`config.mk`:
```
export PLATFORM = sky130hd
export DESIGN_NAME = eased_value_ramp_flat
export DESIGN_NICKNAME = d
export VERILOG_FILES = /design/src/design/evr_pkg.sv /design/src/design/evr_if.sv /design/src/design/eased_value_ramp.sv /design/src/flat_wrapper.sv
export SDC_FILE = /design/constraint.sdc
export NUM_CORES = 2
export LEC_CHECK = 0
export BUFFER_PORTS_ARGS = -buffer_cell sky130_fd_sc_hd__buf_2
export CORE_ASPECT_RATIO = 0.8
export CORE_MARGIN = 2
export CORE_UTILIZATION = 65
export CTS_CLUSTER_DIAMETER = 80
export DETAILED_ROUTE_END_ITERATION = 12
export PLACE_DENSITY = 0.82
export REMOVE_ABC_BUFFERS = 1
export SETUP_SLACK_MARGIN = 0.2
export SYNTH_ARGS = -nofsm -noshare
export SYNTH_HDL_FRONTEND = slang
export SYNTH_SLANG_ARGS = --single-unit
export TNS_END_PERCENT = 1
```
`constraint.sdc`:
```
create_clock -name clock -period 10.5 [get_ports clock]
set_input_delay 0 -clock clock [delete_from_list [all_inputs] [get_ports clock]]
set_output_delay 0 -clock clock [all_outputs]
set_load 0.05 [all_outputs]
```
`src/design/evr_pkg.sv`:
```
// Package for the eased value ramp: fixed-point widths, register indexes,
// microcode opcodes and the microcode program. No dependencies.
`default_nettype none

package evr_pkg;

   localparam int FRAC_BITS  = 16;
   localparam int TIME_BITS  = 32;
   localparam int VALUE_W    = 32;
   localparam int LAT_W      = 32;
   localparam int MODE_W     = 2;
   localparam int CSR_IDX_W  = 2;
   localparam int CSR_DATA_W = 32;

   // Compare and divide widths cover both the tick counter and the latency.
   localparam int CMP_W      = (TIME_BITS > LAT_W) ? TIME_BITS : LAT_W;
   localparam int DIV_W      = CMP_W + 1;
   localparam int DIV_CNT_W  = $clog2(FRAC_BITS + 1);
   localparam int PROD_W     = VALUE_W + FRAC_BITS + 2;
   localparam int PC_W       = 4;

   localparam logic [DIV_CNT_W-1:0] DIV_CNT_INIT = DIV_CNT_W'(FRAC_BITS);
   localparam logic [DIV_CNT_W-1:0] DIV_CNT_ONE  = DIV_CNT_W'(1);

   localparam logic [CSR_IDX_W-1:0] CSR_MODE    = 2'd0;
   localparam logic [CSR_IDX_W-1:0] CSR_LATENCY = 2'd1;
   localparam logic [CSR_IDX_W-1:0] CSR_INIT    = 2'd2;

   localparam logic [MODE_W-1:0] MODE_LINEAR  = 2'd0;
   localparam logic [MODE_W-1:0] MODE_SQUARED = 2'd1;
   localparam logic [MODE_W-1:0] MODE_CUBED   = 2'd2;

   localparam logic FUNC_TICK = 1'b0;
   localparam logic FUNC_SET  = 1'b1;

   typedef enum logic [3:0] {
      OP_ACCEPT,
      OP_PREP,
      OP_DIV,
      OP_SQUARE,
      OP_CUBE,
      OP_SCALE,
      OP_SUM,
      OP_GOAL,
      OP_EMIT
   } op_type;

   typedef enum logic [2:0] {
      C_REQ,
      C_SETTLED,
      C_DIV_LAST,
      C_ALWAYS,
      C_OUT_FREE
   } cond_type;

   typedef struct packed {
      op_type          op;
      cond_type        cond;
      logic [PC_W-1:0] next_true;
      logic [PC_W-1:0] next_false;
   } ctrl_word_type;

   localparam logic [PC_W-1:0] STEP_WAIT   = 4'd0;
   localparam logic [PC_W-1:0] STEP_PREP   = 4'd1;
   localparam logic [PC_W-1:0] STEP_DIV    = 4'd2;
   localparam logic [PC_W-1:0] STEP_SQUARE = 4'd3;
   localparam logic [PC_W-1:0] STEP_CUBE   = 4'd4;
   localparam logic [PC_W-1:0] STEP_SCALE  = 4'd5;
   localparam logic [PC_W-1:0] STEP_SUM    = 4'd6;
   localparam logic [PC_W-1:0] STEP_GOAL   = 4'd7;
   localparam logic [PC_W-1:0] STEP_EMIT   = 4'd8;

   // The program: one control word per step, with a branch on a condition.
   function automatic ctrl_word_type ucode(input logic [PC_W-1:0] pc);
      ctrl_word_type w;
      case (pc)
         STEP_WAIT:   w = '{OP_ACCEPT, C_REQ,      STEP_PREP,   STEP_WAIT};
         STEP_PREP:   w = '{OP_PREP,   C_SETTLED,  STEP_GOAL,   STEP_DIV};
         STEP_DIV:    w = '{OP_DIV,    C_DIV_LAST, STEP_SQUARE, STEP_DIV};
         STEP_SQUARE: w = '{OP_SQUARE, C_ALWAYS,   STEP_CUBE,   STEP_CUBE};
         STEP_CUBE:   w = '{OP_CUBE,   C_ALWAYS,   STEP_SCALE,  STEP_SCALE};
         STEP_SCALE:  w = '{OP_SCALE,  C_ALWAYS,   STEP_SUM,    STEP_SUM};
         STEP_SUM:    w = '{OP_SUM,    C_ALWAYS,   STEP_EMIT,   STEP_EMIT};
         STEP_GOAL:   w = '{OP_GOAL,   C_ALWAYS,   STEP_EMIT,   STEP_EMIT};
         STEP_EMIT:   w = '{OP_EMIT,   C_OUT_FREE, STEP_WAIT,   STEP_EMIT};
         default:     w = '{OP_ACCEPT, C_REQ,      STEP_PREP,   STEP_WAIT};
      endcase
      return w;
   endfunction

endpackage

`default_nettype wire

```
`src/design/evr_if.sv`:
```
// Handshake channels of the eased value ramp: request and response.
// Depends on evr_pkg for the payload widths.
`default_nettype none

interface evr_req_if;
   logic                              valid;
   logic                              ready;
   logic                              func;
   logic signed [evr_pkg::VALUE_W-1:0] target;

   modport source (output valid, output func, output target, input ready);
   modport sink   (input valid, input func, input target, output ready);
endinterface

interface evr_rsp_if;
   logic                              valid;
   logic                              ready;
   logic signed [evr_pkg::VALUE_W-1:0] value;
   logic                              settled;

   modport source (output valid, output value, output settled, input ready);
   modport sink   (input valid, input value, input settled, output ready);
endinterface

`default_nettype wire

```
`src/design/eased_value_ramp.sv`:
```
// Eased value ramp: a microcoded sequencer over a fixed-point datapath.
// Depends on evr_pkg (constants, opcodes, program) and evr_if (channels).
//
//   channel  direction  handshake     payload
//   req      in         valid/ready   func, target
//   rsp      out        valid/ready   value, settled
//   csr      in         csr_we        csr_index, csr_wdata (write only)
//
// An item that leaves the ramp settled passes through the accept, prep, goal
// and emit steps to the response register. An item that is still ramping
// passes through accept, prep, divide, square, cube, scale, sum and emit, and
// its restoring divider yields one bit of the fraction per cycle. Reset is
// synchronous and clears the program counter, configuration registers, ramp
// state and response valid flag to zero. The next transaction is accepted as
// soon as the result sits in the response register; a stalled response only
// holds the sequencer when the following result is ready to be written.
`default_nettype none

module eased_value_ramp (
   input  wire logic                                clock,
   input  wire logic                                reset,
   evr_req_if.sink                                  req,
   evr_rsp_if.source                                rsp,
   input  wire logic                                csr_we,
   input  wire logic [evr_pkg::CSR_IDX_W-1:0]       csr_index,
   input  wire logic [evr_pkg::CSR_DATA_W-1:0]      csr_wdata
);

   // Sequencer state.
   logic [evr_pkg::PC_W-1:0]             pc_ff, pc_in;
   evr_pkg::ctrl_word_type               ctrl;
   logic                                 cond_hit;

   // Configuration registers.
   logic [evr_pkg::MODE_W-1:0]           mode_ff, mode_in;
   logic [evr_pkg::LAT_W-1:0]            latency_ff, latency_in;

   // Ramp state.
   logic signed [evr_pkg::VALUE_W-1:0]   start_value_ff, start_value_in;
   logic signed [evr_pkg::VALUE_W-1:0]   goal_value_ff, goal_value_in;
   logic signed [evr_pkg::VALUE_W-1:0]   current_value_ff, current_value_in;
   logic [evr_pkg::TIME_BITS-1:0]        elapsed_ff, elapsed_in;

   // Datapath working registers.
   logic [evr_pkg::DIV_W-1:0]            rem_ff, rem_in;
   logic [evr_pkg::FRAC_BITS-1:0]        quot_ff, quot_in;
   logic [evr_pkg::DIV_CNT_W-1:0]        div_cnt_ff, div_cnt_in;
   logic [evr_pkg::FRAC_BITS-1:0]        sq_ff, sq_in;
   logic [evr_pkg::FRAC_BITS-1:0]        cube_ff, cube_in;
   logic signed [evr_pkg::VALUE_W:0]     diff_ff, diff_in;
   logic signed [evr_pkg::PROD_W-1:0]    prod_ff, prod_in;

   // Response register.
   logic                                 rsp_valid_ff, rsp_valid_in;
   logic signed [evr_pkg::VALUE_W-1:0]   rsp_value_ff, rsp_value_in;
   logic                                 rsp_settled_ff, rsp_settled_in;

   // Combinational helpers.
   logic [evr_pkg::DIV_W-1:0]            elapsed_ext;
   logic [evr_pkg::DIV_W-1:0]            latency_ext;
   logic [evr_pkg::DIV_W-1:0]            rem_shift;
   logic                                 settled;
   logic                                 out_free;
   logic                                 req_take;
   logic [2*evr_pkg::FRAC_BITS-1:0]      sq_full;
   logic [2*evr_pkg::FRAC_BITS-1:0]      cube_full;
   logic [evr_pkg::FRAC_BITS-1:0]        curve;
   logic signed [evr_pkg::FRAC_BITS:0]   curve_s;
   logic signed [evr_pkg::PROD_W-1:0]    step_full;

   assign ctrl = evr_pkg::ucode(pc_ff);

   assign elapsed_ext = {{(evr_pkg::DIV_W - evr_pkg::TIME_BITS){1'b0}}, elapsed_ff};
   assign latency_ext = {{(evr_pkg::DIV_W - evr_pkg::LAT_W){1'b0}}, latency_ff};
   assign settled     = (elapsed_ext >= latency_ext);
   assign out_free    = !rsp_valid_ff || rsp.ready;
   assign req_take    = (ctrl.op == evr_pkg::OP_ACCEPT) && req.valid;
   assign rem_shift   = {rem_ff[evr_pkg::DIV_W-2:0], 1'b0};

   assign sq_full   = quot_ff * quot_ff;
   assign cube_full = sq_ff * quot_ff;

   // The curve is chosen by mode; the undefined fourth code holds at start.
   always_comb begin
      case (mode_ff)
         evr_pkg::MODE_LINEAR:  curve = quot_ff;
         evr_pkg::MODE_SQUARED: curve = sq_ff;
         evr_pkg::MODE_CUBED:   curve = cube_ff;
         default:               curve = '0;
      endcase
   end

   assign curve_s   = signed'({1'b0, curve});
   // Arithmetic shift gives the floor of the scaled step.
   assign step_full = prod_ff >>> evr_pkg::FRAC_BITS;

   always_comb begin
      case (ctrl.cond)
         evr_pkg::C_REQ:      cond_hit = req.valid;
         evr_pkg::C_SETTLED:  cond_hit = settled;
         evr_pkg::C_DIV_LAST: cond_hit = (div_cnt_ff == evr_pkg::DIV_CNT_ONE);
         evr_pkg::C_ALWAYS:   cond_hit = 1'b1;
         evr_pkg::C_OUT_FREE: cond_hit = out_free;
         default:             cond_hit = 1'b0;
      endcase
   end

   always_comb begin
      pc_in            = cond_hit ? ctrl.next_true : ctrl.next_false;
      mode_in          = mode_ff;
      latency_in       = latency_ff;
      start_value_in   = start_value_ff;
      goal_value_in    = goal_value_ff;
      current_value_in = current_value_ff;
      elapsed_in       = elapsed_ff;
      rem_in           = rem_ff;
      quot_in          = quot_ff;
      div_cnt_in       = div_cnt_ff;
      sq_in            = sq_ff;
      cube_in          = cube_ff;
      diff_in          = diff_ff;
      prod_in          = prod_ff;
      rsp_valid_in     = rsp_valid_ff;
      rsp_value_in     = rsp_value_ff;
      rsp_settled_in   = rsp_settled_ff;

      if (rsp.ready) begin
         rsp_valid_in = 1'b0;
      end

      case (ctrl.op)
         evr_pkg::OP_ACCEPT: begin
            if (req_take) begin
               if (req.func == evr_pkg::FUNC_SET) begin
                  // A new target restarts the ramp from where the value is now.
                  start_value_in = current_value_ff;
                  goal_value_in  = req.target;
                  elapsed_in     = '0;
               end else if (!settled && (elapsed_ff != '1)) begin
                  elapsed_in = elapsed_ff + 1'b1;
               end
            end
         end
         evr_pkg::OP_PREP: begin
            // The divide follows only while elapsed is below latency, so the fraction stays below unity.
            rem_in     = elapsed_ext;
            quot_in    = '0;
            div_cnt_in = evr_pkg::DIV_CNT_INIT;
            diff_in    = {goal_value_ff[evr_pkg::VALUE_W-1], goal_value_ff}
                       - {start_value_ff[evr_pkg::VALUE_W-1], start_value_ff};
         end
         evr_pkg::OP_DIV: begin
            div_cnt_in = div_cnt_ff - 1'b1;
            if (rem_shift >= latency_ext) begin
               rem_in  = rem_shift - latency_ext;
               quot_in = {quot_ff[evr_pkg::FRAC_BITS-2:0], 1'b1};
            end else begin
               rem_in  = rem_shift;
               quot_in = {quot_ff[evr_pkg::FRAC_BITS-2:0], 1'b0};
            end
         end
         evr_pkg::OP_SQUARE: begin
            sq_in = sq_full[2*evr_pkg::FRAC_BITS-1:evr_pkg::FRAC_BITS];
         end
         evr_pkg::OP_CUBE: begin
            cube_in = cube_full[2*evr_pkg::FRAC_BITS-1:evr_pkg::FRAC_BITS];
         end
         evr_pkg::OP_SCALE: begin
            prod_in = diff_ff * curve_s;
         end
         evr_pkg::OP_SUM: begin
            // The result lies between start and goal, so truncation is exact.
            current_value_in = start_value_ff + step_full[evr_pkg::VALUE_W-1:0];
         end
         evr_pkg::OP_GOAL: begin
            current_value_in = goal_value_ff;
         end
         evr_pkg::OP_EMIT: begin
            if (out_free) begin
               rsp_valid_in   = 1'b1;
               rsp_value_in   = current_value_ff;
               rsp_settled_in = settled;
            end
         end
         default: begin
         end
      endcase

      // Configuration writes must arrive only while the sequencer is idle; the block itself does not enforce this.
      if (csr_we) begin
         case (csr_index)
            evr_pkg::CSR_MODE: begin
               mode_in = csr_wdata[evr_pkg::MODE_W-1:0];
            end
            evr_pkg::CSR_LATENCY: begin
               latency_in = csr_wdata[evr_pkg::LAT_W-1:0];
            end
            evr_pkg::CSR_INIT: begin
               start_value_in   = signed'(csr_wdata[evr_pkg::VALUE_W-1:0]);
               goal_value_in    = signed'(csr_wdata[evr_pkg::VALUE_W-1:0]);
               current_value_in = signed'(csr_wdata[evr_pkg::VALUE_W-1:0]);
               elapsed_in       = '1;
            end
            default: begin
            end
         endcase
      end
   end

   always_ff @(posedge clock) begin
      if (reset) begin
         pc_ff            <= evr_pkg::STEP_WAIT;
         mode_ff          <= '0;
         latency_ff       <= '0;
         start_value_ff   <= '0;
         goal_value_ff    <= '0;
         current_value_ff <= '0;
         elapsed_ff       <= '0;
         rsp_valid_ff     <= 1'b0;
      end else begin
         pc_ff            <= pc_in;
         mode_ff          <= mode_in;
         latency_ff       <= latency_in;
         start_value_ff   <= start_value_in;
         goal_value_ff    <= goal_value_in;
         current_value_ff <= current_value_in;
         elapsed_ff       <= elapsed_in;
         rsp_valid_ff     <= rsp_valid_in;
      end
      rem_ff         <= rem_in;
      quot_ff        <= quot_in;
      div_cnt_ff     <= div_cnt_in;
      sq_ff          <= sq_in;
      cube_ff        <= cube_in;
      diff_ff        <= diff_in;
      prod_ff        <= prod_in;
      rsp_value_ff   <= rsp_value_in;
      rsp_settled_ff <= rsp_settled_in;
   end

   assign req.ready   = (ctrl.op == evr_pkg::OP_ACCEPT);
   assign rsp.valid   = rsp_valid_ff;
   assign rsp.value   = rsp_value_ff;
   assign rsp.settled = rsp_settled_ff;

   // The program counter never leaves the program.
   a_pc_range: assert property (@(posedge clock) disable iff (reset)
      pc_ff <= evr_pkg::STEP_EMIT)
      else $error("program counter outside the program");

   // An emit step with a free response register loads the current value.
   a_emit_loads: assert property (@(posedge clock) disable iff (reset)
      (ctrl.op == evr_pkg::OP_EMIT && out_free)
      |=> (rsp_valid_ff && rsp_value_ff == $past(current_value_ff)))
      else $error("emitted result does not match current value");

   // A settled result always carries the goal.
   a_settled_goal: assert property (@(posedge clock) disable iff (reset)
      (ctrl.op == evr_pkg::OP_EMIT && settled) |-> (current_value_ff == goal_value_ff))
      else $error("settled result differs from goal");

   // After the last divide step the remainder is below the divisor.
   a_div_rem: assert property (@(posedge clock) disable iff (reset)
      (ctrl.op == evr_pkg::OP_SQUARE) |-> (rem_ff < latency_ext))
      else $error("divider remainder not reduced");

endmodule

`default_nettype wire

```
`src/flat_wrapper.sv`:
```
// flat-port wrapper written by rule: the top's interface ports become plain ports
module eased_value_ramp_flat 
  (clock, reset, csr_we, csr_index, csr_wdata, req_valid, req_func, req_target, req_ready, rsp_valid, rsp_value, rsp_settled, rsp_ready);
  evr_req_if req_i ();
  evr_rsp_if rsp_i ();
  input  wire logic clock;
  input  wire logic reset;
  input  wire logic csr_we;
  input  wire logic [evr_pkg::CSR_IDX_W-1:0] csr_index;
  input  wire logic [evr_pkg::CSR_DATA_W-1:0] csr_wdata;
  input wire logic [$bits(req_i.valid)-1:0] req_valid;
  input wire logic [$bits(req_i.func)-1:0] req_func;
  input wire logic [$bits(req_i.target)-1:0] req_target;
  output wire logic [$bits(req_i.ready)-1:0] req_ready;
  output wire logic [$bits(rsp_i.valid)-1:0] rsp_valid;
  output wire logic [$bits(rsp_i.value)-1:0] rsp_value;
  output wire logic [$bits(rsp_i.settled)-1:0] rsp_settled;
  input wire logic [$bits(rsp_i.ready)-1:0] rsp_ready;
  assign req_i.valid = req_valid;
  assign req_i.func = req_func;
  assign req_i.target = req_target;
  assign req_ready = req_i.ready;
  assign rsp_valid = rsp_i.valid;
  assign rsp_value = rsp_i.value;
  assign rsp_settled = rsp_i.settled;
  assign rsp_i.ready = rsp_ready;
  eased_value_ramp u_core (.clock(clock), .reset(reset), .req(req_i), .rsp(rsp_i), .csr_we(csr_we), .csr_index(csr_index), .csr_wdata(csr_wdata));
endmodule
```
==> results.toml <==
[setup_path]
critPathSlowestCell = "dfxtp_1"
cpPeakStageDelay_ns = 0.81
cp-end-kind = "flop"
path_max_fanout = 33
cp_common_cell = "fa_1"
worst_ep_required_time_ns = 10.82
crit_arrival_ns = 9.19
cp-start-kind = "flop"
critical_path_class = "flop to flop"

[logic_synthesis]
synth_seq_area_share_pct = 17.5
synth-seq-cells = 359
avgSynthCellArea_um2 = 9.00
synth_edf_count = 183
synthTopCellsByCount = "inv_1 (1155), nand2_1 (863), fa_1 (848)"
yosysWarnings = 0
synthArstFlopShare_pct = 0
yosys.area.top_type_share_pct = 33.0
syn_inst = 5715
synth-main-ff-cell = "edfxtp_1"
synth_most_common_cell = "inv_1"
synth_top_area_cell = "fa_1"
synth_cell_types = 75
yosys-top-cells-area = "fa_1 (33%), ha_1 (11%), edfxtp_1 (11%)"
netlist_area_um2 = 51400

[clock_tree]
cts_resized = 0
cts-root-buf = "clkbuf_16"
cts_tree = "yes"
numCtsBuffers = 36
clock-sinks = 359
clk_pin_slew_ns = 0.08
htree_levels = 2
clk_latency_ns = 0.57
clockBufferDepth = 3

[sta]
fin_crit_sh_pct = 84.5
relSlewSlack_pct = 16.2
hold_viol = 0
rsz0062_at_grt = "false"
timing.setup.tns_ns = 0
setup_viol = 0
skew_ns = 0.0389
fmax_mhz = 113
worst_pin_slew_ns = 1.26
worst_hold_slack_ns = 0.0419
final.min_clock_period_ns = 8.87
slew_violations = 0

[drt]
routedWlPerCell_um = 20.3
drtIter0Drc = 4187
ant_nets = 0
vias = 40300
wl_um = 139000
drt-pass1-iter-count = 6
drc = 0
viasPerCell = 5.90

[global_routing]
grt_max_degree = 85
grt_pass1_wl_um = 225000
track_usage_pct = 35.1
grt_overflow = 0
grt_pass1_vias = 41700
antenna_found_initial = 5

[final_layout]
final_area_um2 = 55000
area_delta_synth_final_pct = 6.91
drive_gt1_share_pct = 4.70
final_cells = 6826
num-fill-cells = 5794
nets = 7128

[floorplan]
fp.dieH_um = 256
die_w_um = 319
initial_core_util_pct = 65.4
rows = 92
core_um2 = 78600
io_pins = 107
die-area_um2 = 81400

[worst_hold_path]
hp-class = "input pin to flop"

[place]
portBuffers = 106
place_hpwl_um = 107000
gp_congestion = 0.968
placed_area_um2 = 52900
dpl.cell_count = 6673

[run]
max-cap-violations = 0

[run_status]
status = "finished, final reports clean"
[final timing paths]
| check | end | cells past startpoint | start | slack, ns |
|---|---|---|---|---|
| min | u_core.mode_ff[0] | 5 | csr_index[0] | 0.04 |
| max reg2reg | u_core.prod_ff[34] | 27 | u_core.mode_ff[0] | 1.63 |
| min reg2reg | u_core.latency_ff[26] | 2 | u_core.latency_ff[26] | 0.46 |
| max | u_core.prod_ff[34] | 27 | u_core.mode_ff[0] | 1.63 |
[worst max-delay path, delay by kind of cell (launching register included)]
kind	cells	cell delay [ns]
XOR/XNOR	1	0.15
AND/OR/NAND/NOR	7	1.60
flip-flops	1	0.81
buffers and inverters	5	0.65
adder cells (fa/ha/maj)	7	3.12
AO/OA/AOI/OAI	7	2.25
[state kept, by name, summed over array words and instances, names as in the netlist, 32 cells and up]
register	flops
u_core.diff_ff	33
u_core.current_value_ff	32
u_core.elapsed_ff	32
u_core.goal_value_ff	32
u_core.latency_ff	32
u_core.prod_ff	32
u_core.rem_ff	32
u_core.rsp.value	32
u_core.start_value_ff	32
[per-layer routing]
layer  vias up  share of wire [%]  GRT usage (%)
met2      2213                 43           52.5
met1     19800                 41           50.1
li1      17900                  -              -
met5         -              0.017              0
met4         4                3.8           11.3
met3       357                 12           9.31
[per-stage QoR]
stage / worst slack, ns / util, %
3_5_place_dp: 1.80 / 67.3
6_report: 1.63 / 69.9
3_3_place_gp: 2.05 / 67.3
2_1_floorplan: 2.42 / -
5_1_grt: 1.13 / 69.9
4_1_cts: 1.76 / 69.9
[cell type report]
class | instances | area, µm² | area share, %
Multi-Input combinational cell | 3958 | 37300 | 67.8
Sequential cell | 359 | 9020 | 16.4
Inverter | 1157 | 4340 | 7.90
Timing Repair Buffer | 250 | 1820 | 3.32
Tap cell | 1034 | 1290 | 2.35
Clock buffer | 47 | 1090 | 1.98
Clock inverter | 18 | 116 | 0.212
Antenna cell | 3 | 7.51 | 0.0137
[logic make-up (layout without fill, tap and decap cells)]
group | Yosys count | in the layout | share of synthesized area [%]
muxes | 56 | 56 | 1.10
buffers and inverters | 1398 | 1472 | 10.2
xor gates and xnor gates | 177 | 177 | 3.01
adders and majority gates | 1294 | 1294 | 43.9
AOI/OAI and AO/OA | 724 | 724 | 8.73
and+or+nand+nor | 1707 | 1707 | 15.6
other | 0 | 3 | 0
DFF | 359 | 359 | 17.5
[cells in the final DEF (no fill, tap or decap), drive strengths merged, types with 174 or more instances in the layout]
cell,n
nor2,182
o21ai,174
ha,446
dfxtp,176
inv,1158
a21oi,205
and2,384
edfxtp,183
nand2,863
fa,848
[what timing repair did]
action                    CTS  global route
buffers inserted            0             0
hold endpoints to repair  118             0
hold buffers               85             0
Power is left out: the tool's default activity adds up to more than one toggle a clock period on the data nets, which glitch-free logic cannot reach.
